## config.mk

```make
export PLATFORM = sky130hd
export DESIGN_NAME = serial_bank_mapper_core_flat
export DESIGN_NICKNAME = d
export VERILOG_FILES = /design/src/hw/rtl/sbm_pkg.sv /design/src/hw/rtl/sbm_req_if.sv /design/src/hw/rtl/sbm_rsp_if.sv /design/src/hw/rtl/serial_bank_mapper_core.sv /design/src/hw/rtl/sbm_serial.sv /design/src/flat_wrapper.sv
export SDC_FILE = /design/constraint.sdc
export NUM_CORES = 1
export LEC_CHECK = 0
export ABC_AREA = 1
export BUFFER_PORTS_ARGS = -buffer_cell sky130_fd_sc_hd__buf_2
export CORE_MARGIN = 4
export CORE_UTILIZATION = 45
export CTS_CLUSTER_SIZE = 28
export DETAILED_ROUTE_END_ITERATION = 10
export PLACE_DENSITY_LB_ADDON = 0.15
export SYNTH_ARGS = -nofsm -noshare
export SYNTH_HDL_FRONTEND = slang
export SYNTH_SLANG_ARGS = --single-unit
```

## constraint.sdc

```tcl
create_clock -name clk -period 2.3 [get_ports clk]
set_input_delay 0.23 -clock clk [delete_from_list [all_inputs] [get_ports clk]]
set_output_delay 0.23 -clock clk [all_outputs]
set_load 0.02 [all_outputs]
```

## src/hw/rtl/sbm_pkg.sv

```systemverilog
`default_nettype none

package sbm_pkg;

  // Bus operations carried by a request item
  typedef enum logic [1:0] {
    OP_CPU_READ  = 2'd0,
    OP_CPU_WRITE = 2'd1,
    OP_PPU_READ  = 2'd2
  } op_t;

  // Region codes of a result item
  typedef enum logic [1:0] {
    REGION_NONE = 2'd0,
    REGION_WRAM = 2'd1,
    REGION_PRG  = 2'd2,
    REGION_CHR  = 2'd3
  } region_t;

  // Serial register targets, from address bits 14..13
  typedef enum logic [1:0] {
    TGT_CONTROL = 2'd0,
    TGT_CHR0    = 2'd1,
    TGT_CHR1    = 2'd2,
    TGT_PRG     = 2'd3
  } target_t;

  // PRG modes, control bits 3..2
  localparam logic [1:0] PRG_MODE_32K_A     = 2'd0;
  localparam logic [1:0] PRG_MODE_32K_B     = 2'd1;
  localparam logic [1:0] PRG_MODE_FIX_FIRST = 2'd2;
  localparam logic [1:0] PRG_MODE_FIX_LAST  = 2'd3;

  localparam logic [4:0] CTRL_RESET     = 5'h1C;
  localparam logic [4:0] CTRL_FORCE_16K = 5'h0C;
  // Bank count is kept mod 16; 16 banks reads as zero
  localparam logic [3:0] PRG_COUNT_RESET = 4'd0;
  localparam logic [2:0] SHIFT_LAST      = 3'd4;

  localparam int unsigned CTRL_PRG_16K_BIT = 3;
  localparam int unsigned CTRL_CHR_4K_BIT  = 4;

  // Mapper register state seen by the translation logic
  typedef struct packed {
    logic [4:0] control;
    logic [4:0] chr_low;
    logic [4:0] chr_high;
    logic [3:0] chr_whole_half;  // 8K CHR bank, in units of 8K
    logic [3:0] prg_low;
    logic [3:0] prg_high;
    logic [2:0] prg_whole;
    logic [2:0] shift_count;
  } bank_state_t;

endpackage

`default_nettype wire

```

## src/hw/rtl/sbm_req_if.sv

```systemverilog
`default_nettype none

interface sbm_req_if;
  logic        valid;
  logic        ready;
  logic [1:0]  operation;
  logic [15:0] address;
  logic [7:0]  write_data;

  modport source (output valid, output operation, output address, output write_data,
                  input ready);
  modport sink (input valid, input operation, input address, input write_data,
                output ready);
endinterface

`default_nettype wire

```

## src/hw/rtl/sbm_rsp_if.sv

```systemverilog
`default_nettype none

interface sbm_rsp_if;
  logic        valid;
  logic        ready;
  logic [1:0]  region;
  logic [17:0] mapped_address;
  logic [1:0]  mirroring;

  modport source (output valid, output region, output mapped_address, output mirroring,
                  input ready);
  modport sink (input valid, input region, input mapped_address, input mirroring,
                output ready);
endinterface

`default_nettype wire

```

## src/hw/rtl/serial_bank_mapper_core.sv

```systemverilog
// Cartridge bank mapper, serial-load kind.
// req carries CPU reads, CPU writes and PPU pattern reads (operation,
// address, write_data); rsp returns one item per request: region, offset
// into that region after banking, and the mirroring mode.
// Handshake on both channels is valid/ready; an item moves on an edge
// where both are high.
// A request is held in an input register and translated there; the edge
// that moves it out commits it to the bank registers and lands it in the
// result register, so its result is valid from that edge on. A stall on
// rsp can hold it in the input register.
// Throughput is one item per cycle while rsp does not stall; the input
// register takes a new item while a finished result waits in the result
// register. When rsp stalls, both registers fill and req.ready drops.
// cfg_write_en / cfg_write_data set the PRG bank count and load the last
// bank into prg_high; write it only while no item is in flight.
// Reset (rst, synchronous) empties both registers and restores the bank
// registers: control 0x1C, 16 banks, last bank 15, all others zero.
`default_nettype none

module serial_bank_mapper_core (
  input  wire logic       clk,
  input  wire logic       rst,
  sbm_req_if.sink         req,
  sbm_rsp_if.source       rsp,
  input  wire logic       cfg_write_en,
  input  wire logic [4:0] cfg_write_data
);

  logic        in_valid;
  logic [1:0]  in_op;
  logic [15:0] in_addr;
  logic [7:0]  in_data;
  logic        out_valid;
  logic        advance;
  logic        step;

  sbm_pkg::bank_state_t state;
  logic [4:0]           control_next;
  sbm_pkg::region_t     region_c;
  logic [17:0]          mapped_c;
  logic [3:0]           prg_bank;
  logic [4:0]           chr_bank;

  assign advance   = !out_valid || rsp.ready;
  assign step      = in_valid && advance;
  assign req.ready = !in_valid || advance;
  assign rsp.valid = out_valid;

  // Input register
  always_ff @(posedge clk) begin
    if (rst) begin
      in_valid <= 1'b0;
    end else if (req.ready) begin
      in_valid <= req.valid;
    end
  end

  always_ff @(posedge clk) begin
    if (req.valid && req.ready) begin
      in_op   <= req.operation;
      in_addr <= req.address;
      in_data <= req.write_data;
    end
  end

  sbm_serial u_serial (
    .clk            (clk),
    .rst            (rst),
    .step           (step),
    .operation      (in_op),
    .addr_top       (in_addr[15:13]),
    .write_data     (in_data),
    .cfg_write_en   (cfg_write_en),
    .cfg_write_data (cfg_write_data),
    .state          (state),
    .control_next   (control_next)
  );

  // Address translation from the current bank state
  always_comb begin
    region_c = sbm_pkg::REGION_NONE;
    mapped_c = '0;
    prg_bank = in_addr[14] ? state.prg_high : state.prg_low;
    chr_bank = in_addr[12] ? state.chr_high : state.chr_low;
    case (in_op)
      sbm_pkg::OP_CPU_READ, sbm_pkg::OP_CPU_WRITE: begin
        if (in_addr[15:13] == 3'b011) begin
          region_c = sbm_pkg::REGION_WRAM;
          mapped_c = {5'd0, in_addr[12:0]};
        end else if (in_addr[15] && (in_op == sbm_pkg::OP_CPU_READ)) begin
          region_c = sbm_pkg::REGION_PRG;
          if (state.control[sbm_pkg::CTRL_PRG_16K_BIT]) begin
            mapped_c = {prg_bank, in_addr[13:0]};
          end else begin
            mapped_c = {state.prg_whole, in_addr[14:0]};
          end
        end
      end
      sbm_pkg::OP_PPU_READ: begin
        if (in_addr[15:13] == 3'b000) begin
          region_c = sbm_pkg::REGION_CHR;
          if (state.control[sbm_pkg::CTRL_CHR_4K_BIT]) begin
            mapped_c = {1'b0, chr_bank, in_addr[11:0]};
          end else begin
            mapped_c = {1'b0, state.chr_whole_half, in_addr[12:0]};
          end
        end
      end
      default: begin
        region_c = sbm_pkg::REGION_NONE;
      end
    endcase
  end

  // Result register
  always_ff @(posedge clk) begin
    if (rst) begin
      out_valid <= 1'b0;
    end else if (advance) begin
      out_valid <= in_valid;
    end
  end

  always_ff @(posedge clk) begin
    if (step) begin
      rsp.region         <= region_c;
      rsp.mapped_address <= mapped_c;
      rsp.mirroring      <= control_next[1:0];
    end
  end

  // Checks
  a_shift_count_range: assert property (@(posedge clk) disable iff (rst)
    state.shift_count <= sbm_pkg::SHIFT_LAST)
    else $error("serial shift count out of range");

  a_control_after_reset: assert property (@(posedge clk)
    $past(rst) |-> state.control == sbm_pkg::CTRL_RESET)
    else $error("control word not restored by reset");

  a_input_held: assert property (@(posedge clk) disable iff (rst)
    in_valid && !advance |=> in_valid && $stable(in_addr) && $stable(in_op))
    else $error("held request lost or changed");

  a_wram_range: assert property (@(posedge clk) disable iff (rst)
    out_valid && (rsp.region == sbm_pkg::REGION_WRAM) |-> rsp.mapped_address[17:13] == 5'd0)
    else $error("work RAM offset out of range");

endmodule

`default_nettype wire

```

## src/hw/rtl/sbm_serial.sv

```systemverilog
`default_nettype none

// Serial load register and bank registers of the mapper
module sbm_serial (
  input  wire logic               clk,
  input  wire logic               rst,
  input  wire logic               step,
  input  wire logic [1:0]         operation,
  input  wire logic [15:13]       addr_top,
  input  wire logic [7:0]         write_data,
  input  wire logic               cfg_write_en,
  input  wire logic [4:0]         cfg_write_data,
  output sbm_pkg::bank_state_t    state,
  output logic [4:0]              control_next
);

  sbm_pkg::bank_state_t state_next;
  logic [4:0] shift_value;
  logic [4:0] shift_value_next;
  logic [3:0] prg_count;
  logic [3:0] prg_count_next;
  logic [4:0] shift_new;
  logic [3:0] last_bank;
  logic       reg_write;

  assign last_bank    = prg_count - 4'd1;
  assign reg_write    = step && (operation == sbm_pkg::OP_CPU_WRITE) && addr_top[15];
  assign shift_new    = {write_data[0], shift_value[4:1]};
  assign control_next = state_next.control;

  // Serial protocol and commit
  always_comb begin
    state_next       = state;
    shift_value_next = shift_value;
    prg_count_next   = prg_count;
    if (reg_write) begin
      if (write_data[7]) begin
        shift_value_next       = '0;
        state_next.shift_count = '0;
        state_next.control     = state.control | sbm_pkg::CTRL_FORCE_16K;
      end else if (state.shift_count == sbm_pkg::SHIFT_LAST) begin
        shift_value_next       = '0;
        state_next.shift_count = '0;
        case (sbm_pkg::target_t'(addr_top[14:13]))
          sbm_pkg::TGT_CONTROL: begin
            state_next.control = shift_new;
          end
          sbm_pkg::TGT_CHR0: begin
            if (state.control[sbm_pkg::CTRL_CHR_4K_BIT]) begin
              state_next.chr_low = shift_new;
            end else begin
              state_next.chr_whole_half = shift_new[4:1];
            end
          end
          sbm_pkg::TGT_CHR1: begin
            // ignored in 8K CHR mode
            if (state.control[sbm_pkg::CTRL_CHR_4K_BIT]) begin
              state_next.chr_high = shift_new;
            end
          end
          default: begin
            case (state.control[3:2])
              sbm_pkg::PRG_MODE_32K_A, sbm_pkg::PRG_MODE_32K_B: begin
                state_next.prg_whole = shift_new[3:1];
              end
              sbm_pkg::PRG_MODE_FIX_FIRST: begin
                state_next.prg_low  = '0;
                state_next.prg_high = shift_new[3:0];
              end
              default: begin
                state_next.prg_low  = shift_new[3:0];
                state_next.prg_high = last_bank;
              end
            endcase
          end
        endcase
      end else begin
        shift_value_next       = shift_new;
        state_next.shift_count = state.shift_count + 3'd1;
      end
    end
    // bank count write loads prg_high with the last bank, in every PRG mode
    if (cfg_write_en) begin
      prg_count_next      = cfg_write_data[3:0];
      state_next.prg_high = cfg_write_data[3:0] - 4'd1;
    end
  end

  always_ff @(posedge clk) begin
    if (rst) begin
      state.control        <= sbm_pkg::CTRL_RESET;
      state.chr_low        <= '0;
      state.chr_high       <= '0;
      state.chr_whole_half <= '0;
      state.prg_low        <= '0;
      state.prg_high       <= sbm_pkg::PRG_COUNT_RESET - 4'd1;
      state.prg_whole      <= '0;
      state.shift_count    <= '0;
      shift_value          <= '0;
      prg_count            <= sbm_pkg::PRG_COUNT_RESET;
    end else begin
      state       <= state_next;
      shift_value <= shift_value_next;
      prg_count   <= prg_count_next;
    end
  end

endmodule

`default_nettype wire
```

## src/flat_wrapper.sv

```systemverilog
// flat-port wrapper written by rule: the top's interface ports become plain ports
module serial_bank_mapper_core_flat 
  (clk, rst, cfg_write_en, cfg_write_data, req_valid, req_operation, req_address, req_write_data, req_ready, rsp_valid, rsp_region, rsp_mapped_address, rsp_mirroring, rsp_ready);
  sbm_req_if req_i ();
  sbm_rsp_if rsp_i ();
  input  wire logic clk;
  input  wire logic rst;
  input  wire logic cfg_write_en;
  input  wire logic [4:0] cfg_write_data;
  input wire logic [$bits(req_i.valid)-1:0] req_valid;
  input wire logic [$bits(req_i.operation)-1:0] req_operation;
  input wire logic [$bits(req_i.address)-1:0] req_address;
  input wire logic [$bits(req_i.write_data)-1:0] req_write_data;
  output wire logic [$bits(req_i.ready)-1:0] req_ready;
  output wire logic [$bits(rsp_i.valid)-1:0] rsp_valid;
  output wire logic [$bits(rsp_i.region)-1:0] rsp_region;
  output wire logic [$bits(rsp_i.mapped_address)-1:0] rsp_mapped_address;
  output wire logic [$bits(rsp_i.mirroring)-1:0] rsp_mirroring;
  input wire logic [$bits(rsp_i.ready)-1:0] rsp_ready;
  assign req_i.valid = req_valid;
  assign req_i.operation = req_operation;
  assign req_i.address = req_address;
  assign req_i.write_data = req_write_data;
  assign req_ready = req_i.ready;
  assign rsp_valid = rsp_i.valid;
  assign rsp_region = rsp_i.region;
  assign rsp_mapped_address = rsp_i.mapped_address;
  assign rsp_mirroring = rsp_i.mirroring;
  assign rsp_i.ready = rsp_ready;
  serial_bank_mapper_core u_core (.clk(clk), .rst(rst), .req(req_i), .rsp(rsp_i), .cfg_write_en(cfg_write_en), .cfg_write_data(cfg_write_data));
endmodule
```

==> results.yml, run 1 <==
sta:
  fin_crit_sh_pct: 78.52
  setup_ws_ps: 494.1
  slew_headroom_pct: 61.51
  grt_setup_unrepaired: "no"
  clock_skew_ps: 13.61
  whs_ps: 39.47
  fmaxAchievable_ghz: 0.5538
  fin_crit_ps: 1806
  maxSlewViolCount: 0
  setup_viol: 0
  finalHoldViolations: 0
  fin_tns_setup_ps: 0
  worst_pin_slew_ps: 577.3
floorplanning:
  start_util_pct: 47.13
  ioPinCount: 60
  num_rows: 32
  die_x_um: 98.66
  dieArea_um2: 9734
  core_um2: 7848
  die_h_um: 98.66
synthesis:
  synth-main-ff-cell: "dfxtp_1"
  synth_edf_count: 42
  async_flop_share_pct: 0
  ys_ff_latch: 85
  yosys.area_share.simple_pct: 22.33
  synth_compound_area_share_pct: 9.709
  synth_top_area_share_pct: 34.10
  netlist_instances: 419
  synthMuxAreaShare_pct: 0
  ys_seq_area_share_pct: 57.37
  synth_xor_area_share_pct: 0.4736
  synthTopCellsByCount: "nand2_1, inv_1, nor2_1"
  netlist_top_cells_area: "edfxtp_1, dfxtp_1, nand2_1"
  synth_nets: 459
  synth_top_family_by_area: "simple AND/OR/NAND/NOR gates"
  synth.largest_area_cell: "edfxtp_1"
  synthesis.area_um2: 3699
  synthAdderAreaFrac_pct: 1.353
  ys_warn_count: 0
  synthMostInstantiatedCell: "nand2_1"
  yosys.cell_types.count: 35
  syn_area_per_cell_um2: 8.827
clock_tree:
  clkSinkCount: 85
  postCtsSetupBuffers: 0
  cts.repair.resized: 0
  cts_tree: "built"
  clockBufferDepth: 2
  cts_buffers: 9
  htreeDepth: 3
  clk_pin_slew_worst_paths_ps: 90
  clkLatencyLatePin_ps: 360
  root_buffer: "clkbuf_8"
  postCtsHoldBufs: 0
power_and_ir_drop:
  power_frac_seq_pct: 57.4
  comb_power_share_pct: 7.3
  switching_share_pct: 24.08
  p_sw_w: 0.0007037
  vdd.ir_drop.worst_mv: 0.3112
  power_density_nw_per_um2: 688.4
  clkPwrFrac_pct: 35.4
  leakagePower_nw: 2.028
  total_power_w: 0.002923
  internal_power_w: 0.002219
grt:
  grt_pass1_vias: 2599
  grt_pass1_wl_um: 12540
  antenna_found_initial: 0
  overflow: 0
  grt_usage_pct: 16.24
  grt_max_degree: 21
place:
  dp_hpwl_um: 5483
  pre_cts_ws_ps: 498.3
  gp_congestion: 0.9068
  place.port_buffers: 52
critical_path:
  cp_max_fo: 12
  crit_arrival_ps: 1890
  critPathCaptureType: "register"
  reg2reg_depth: 7
  timing.rr.start: "u_core.in_addr[14]$_DFFE_PP_"
  critPathKind: "reg -> reg"
  cp.required_ps: 2390
  worstSetupStartpointType: "register"
  r2r_end: "u_core.rsp.mapped_address[8]$_DFFE_PP_"
  rrSetupSlack_ps: 490
detailed_routing:
  ant_nets: 0
  drc: 0
  vias: 2822
  drtIter0Drc: 195
  dr.pass1.iters: 4
  via_per_inst: 4.840
  wl_per_cell_um: 12.85
  routed_wl_um: 7489
worst_hold_path:
  whs_path_depth: 1
  hold_path.class: "in -> reg"
  min_to: "u_core.in_addr[10]$_DFFE_PP_"
  hold_start: "req_address[10]"
job:
  cap_violations: 0
layout:
  n_fill_cell: 784
  areaGrowthSynthToFinish_pct: 14.78
  fin_nets: 516
  drive_gt1_share_pct: 18.09
  diodes: 0
run_status:
  status: "complete, no violations"
state kept, by name, summed over array words and instances (netlist names), 4 cells and up:
| signal | flops |
|---|---|
| u_core.rsp.mapped_address | 18 |
| u_core.in_addr | 16 |
| u_core.u_serial.shift_value | 4 |
| u_core.u_serial.prg_count | 4 |
| u_core.u_serial.state | 33 |
critical path, cell delays in order (launching register included):
cell,delay (ps)
edfxtp_1,560
nor2_1,70
inv_1,100
nor2_2,70
inv_1,110
nand2_1,90
a21oi_2,450
nor2_1,90
kinds of logic after synthesis:
kind of cell | Yosys count
adders and majority gates | 4
buffers and inverters | 80
DFF | 85
AOI/OAI and AO/OA | 64
and+or+nand+nor | 184
xor gates and xnor gates | 2
per-stage QoR:
step	instance area [um^2]	cells	util [%]
after detailed placement	4055	567	51.67
after CTS	4245	583	54.10
after global routing	4245	583	54.10
after floorplan	3699	419	-
final	4245	583	54.10
after global placement	4055	567	51.67
power by group through the flow:
| stage | Sequential [W] | Combinational (W) | Clock, W |
|---|---|---|---|
| floorplan | 0.00172 | 0.000122 | 0 |
| global placement | 0.00171 | 0.000210 | 0 |
| detailed placement | 0.00171 | 0.000215 | 0 |
| CTS | 0.00168 | 0.000215 | 0.00105 |
| global route | 0.00168 | 0.000240 | 0.00113 |
| finish | 0.00168 | 0.000212 | 0.00103 |
how the worst max path moves through the flow:
stage / slack [ps] / startpoint / endpoint
after global placement: 560 / u_core.in_addr[14]$_DFFE_PP_ / u_core.rsp.mapped_address[11]$_DFFE_PP_
after detailed placement: 500 / u_core.in_addr[14]$_DFFE_PP_ / u_core.rsp.mapped_address[8]$_DFFE_PP_
after CTS: 480 / u_core.in_addr[14]$_DFFE_PP_ / u_core.rsp.mapped_address[8]$_DFFE_PP_
after floorplan: 440 / u_core.rsp.valid$_SDFFE_PP0P_ / u_core.rsp.mirroring[0]$_DFFE_PP_
after global routing: 300 / u_core.in_addr[14]$_DFFE_PP_ / u_core.rsp.mapped_address[8]$_DFFE_PP_
final: 490 / u_core.in_addr[14]$_DFFE_PP_ / u_core.rsp.mapped_address[8]$_DFFE_PP_
routing by layer:
metal / track usage [%] / wire length [um]
met5: 0 / 0
met4: 6.303 / 118
met3: 3.255 / 346
met2: 25.48 / 3566
met1: 22.22 / 3457
layout by cell type (no fill, tap or decap), drive strengths merged:
master    netlist  routed
nor2           70      70
nand2          85      85
bufinv          0       1
nor3b           4       4
edfxtp         42      42
nand4           6       6
xor2            1       1
buf             4      56
nand3          14      14
a221oi          1       1
clkinvlp        0       3
clkinv          1       2
a21oi          23      23
inv            69      70
xnor2           1       1
a211oi          4       4
o22ai           2       2
o21a            1       1
ha              4       4
clkbuf          6      10
o31ai           2       2
nor3            4       4
nand3b          1       1
dfxtp          43      43
o21ai          31      31
final cells by class:
cell class,instances,area (um^2),share of cell area [%]
sequential,85,2122,49.99
clock buffer,10,127.6,3.006
clock inverter,6,62.56,1.474
tap,102,127.6,3.006
multi-input combinational,254,1252,29.50
timing repair buffer,56,290.3,6.838
inverter,70,262.8,6.189
Power figures use the tool's default switching activity.
==> run 2: changes to the inputs <==
- clock period: 2.3 -> 1.45 ns (I/O delays scaled with it)
==> run 2 against run 1 <==
The run now ends with setup timing left. Design area rose by 15%. Combinational power rose by 110%. Non-clock buffer count rose by 43. Largest power group unchanged. Global-route usage rose by 0.67 points.
==> results.yml, run 2 (synthesis gave the netlist of run 1 again) <==
job:
  cap_violations: 0
sta:
  setup_viol: 5
  worst_pin_slew_ps: 455.7
  fin_crit_sh_pct: 100.6
  fin_crit_ps: 1459
  fmaxAchievable_ghz: 0.6853
  setup_ws_ps: -9.284
  clock_skew_ps: 8.276
  maxSlewViolCount: 0
  slew_headroom_pct: 69.44
  whs_ps: 53.47
  grt_setup_unrepaired: "yes"
  finalHoldViolations: 0
grt:
  met3_usage_pct: 2.972
  grt_pass1_wl_um: 13100
  grt_pass1_vias: 2924
  met2_usage_pct: 27.72
  gr-max-usage-layer: "met2"
  antenna_found_initial: 0
  grt_usage_pct: 16.90
  grt_max_degree: 22
  overflow: 0
  grt.met1_usage_pct: 21.29
floorplanning:
  ioPinCount: 60
  die_x_um: 98.66
  core_um2: 7848
  start_util_pct: 47.13
  num_rows: 32
  dieArea_um2: 9734
  die_h_um: 98.66
place:
  dp_hpwl_um: 5711
  dp_cells: 583
  gp_congestion: 0.8013
  place.port_buffers: 52
critical_path:
  crit_slowest_cell: "edfxtp_1"
  crit_arrival_ps: 1750
  cp_max_fo: 8
  rrSetupSlack_ps: -9
  r2r_end: "u_core.u_serial.state[21]$_SDFFE_PP0P_"
  critical_path.max_stage_delay_ps: 410
  critPathCaptureType: "register"
  reg2reg_depth: 10
  crit_chain: "inv_2 -> nand2_4 -> nor2_4 -> nand2_4 -> nor2_8 -> buf_12 -> nand3_4 -> nand2_1 -> nand2_1 -> nor2_1"
  critPathTopFamily: "simple AND/OR/NAND/NOR gates"
  cp.required_ps: 1740
  critPathKind: "reg -> reg"
  worstSetupStartpointType: "register"
  crit_buf_inv: 2
  timing.rr.start: "u_core.in_op[1]$_DFFE_PP_"
detailed_routing:
  ant_nets: 0
  vias: 3051
  wl_per_cell_um: 13.11
  routed_wl_um: 8231
  via_per_inst: 4.858
  dr.pass1.iters: 4
  drtIter0Drc: 99
  drc: 0
layout:
  reg_top3: "u_core.u_serial.state: 33 flops, u_core.rsp.mapped_address: 18 flops, u_core.in_addr: 16 flops"
  drive_gt1_share_pct: 29.47
  largest_register: "u_core.u_serial.state"
  diodes: 0
  areaGrowthSynthToFinish_pct: 31.97
  fin_cells: 628
  final_cell_mix: "nand2_1, inv_1, nor2_1"
  largest_reg_flops: 33
  final_common_cell: "nand2_1"
  fin_nets: 561
clock_tree:
  clockBufferDepth: 2
  cts_buffers: 9
  clkLatencyLatePin_ps: 350
  root_buffer: "clkbuf_8"
  htreeDepth: 3
  clkSinkCount: 85
  cts_tree: "built"
  clk_pin_slew_worst_paths_ps: 80
power_and_ir_drop:
  power_density_nw_per_um2: 1005
  leakagePower_nw: 2.319
  total_power_w: 0.004907
  vdd.ir_drop.worst_mv: 0.5298
worst_hold_path:
  hold_start: "cfg_write_en"
  hold_path.class: "in -> reg"
  whs_path_depth: 2
  min_to: "u_core.u_serial.prg_count[1]$_SDFFE_PP0P_"
run_status:
  violations: "setup timing"
  status: "finished, violations left"
-- run 2: cell types whose count changed in the layout (fill, tap and decap cells not counted), moves of 6 or more --
cell,change
nor2_1,-8
dlygate4sd3_1,+20
nor2_2,+7
buf_4,+19
nand2_2,+9
inv_1,-6
nand2_1,-12
-- run 2: worst max-delay path by stage --
stage                                             endpoint                                  start  depth (start not counted)  slack [ps]
floorplan           u_core.u_serial.state[10]$_SDFFE_PP0P_          u_core.rsp.valid$_SDFFE_PP0P_                          7        -240
global placement         u_core.rsp.mirroring[1]$_DFFE_PP_  u_core.u_serial.state[0]$_SDFFE_PP0P_                          7          10
detailed placement       u_core.rsp.mirroring[1]$_DFFE_PP_  u_core.u_serial.state[0]$_SDFFE_PP0P_                          7          -4
CTS                 u_core.u_serial.state[21]$_SDFFE_PP0P_              u_core.in_op[1]$_DFFE_PP_                          9         -30
global route        u_core.u_serial.state[21]$_SDFFE_PP0P_              u_core.in_op[1]$_DFFE_PP_                         10        -120
finish              u_core.u_serial.state[21]$_SDFFE_PP0P_              u_core.in_op[1]$_DFFE_PP_                         10          -9
-- run 2: timing repair --
item | CTS | global route
setup endpoints to repair | 9 | 47
endpoints found under the hold margin | 20 | 0
resized for setup | 3 | 41
hold buffers | 20 | 0
pin swaps | 0 | 12
gates cloned | 0 | 2
setup buffers | 0 | 7
-- run 2: routing by layer --
layer,up-vias,part of all wire [%]
li1,1561,-
met1,1406,45
met2,65,48
met3,19,4.6
met4,0,2.5
met5,-,0
-- run 2: cell type report --
cell class	instances	area, um^2
Fill cell	677	2967
Timing Repair Buffer	99	695.7
Multi-Input combinational cell	256	1449
Tap cell	102	127.6
Clock inverter	5	83.83
Inverter	70	266.5
Sequential cell	85	2127
Clock buffer	11	131.4
-- run 2: per-stage QoR --
| step | setup slack [ps] | setup TNS (ps) | utilization [%] | area, um^2 |
|---|---|---|---|---|
| after floorplan | -235.1 | -5535 | - | 3734 |
| after detailed placement | -4.319 | -4.319 | 53.81 | 4223 |
| after CTS | -27.82 | -98.62 | 59.26 | 4651 |
| final | -9.284 | -28.73 | 62.20 | 4881 |
| after global placement | 12.61 | 0 | 53.81 | 4223 |
| after global routing | -122.9 | -1554 | 62.20 | 4881 |
-- run 2: power by group --
part / switching [W] / total, W / internal (W) / leakage [nW]
clock network: 0.000828 / 0.00180 / 0.000977 / 0.100
registers: 0.0000471 / 0.00265 / 0.00261 / 0.763
logic: 0.000260 / 0.000447 / 0.000188 / 1.46
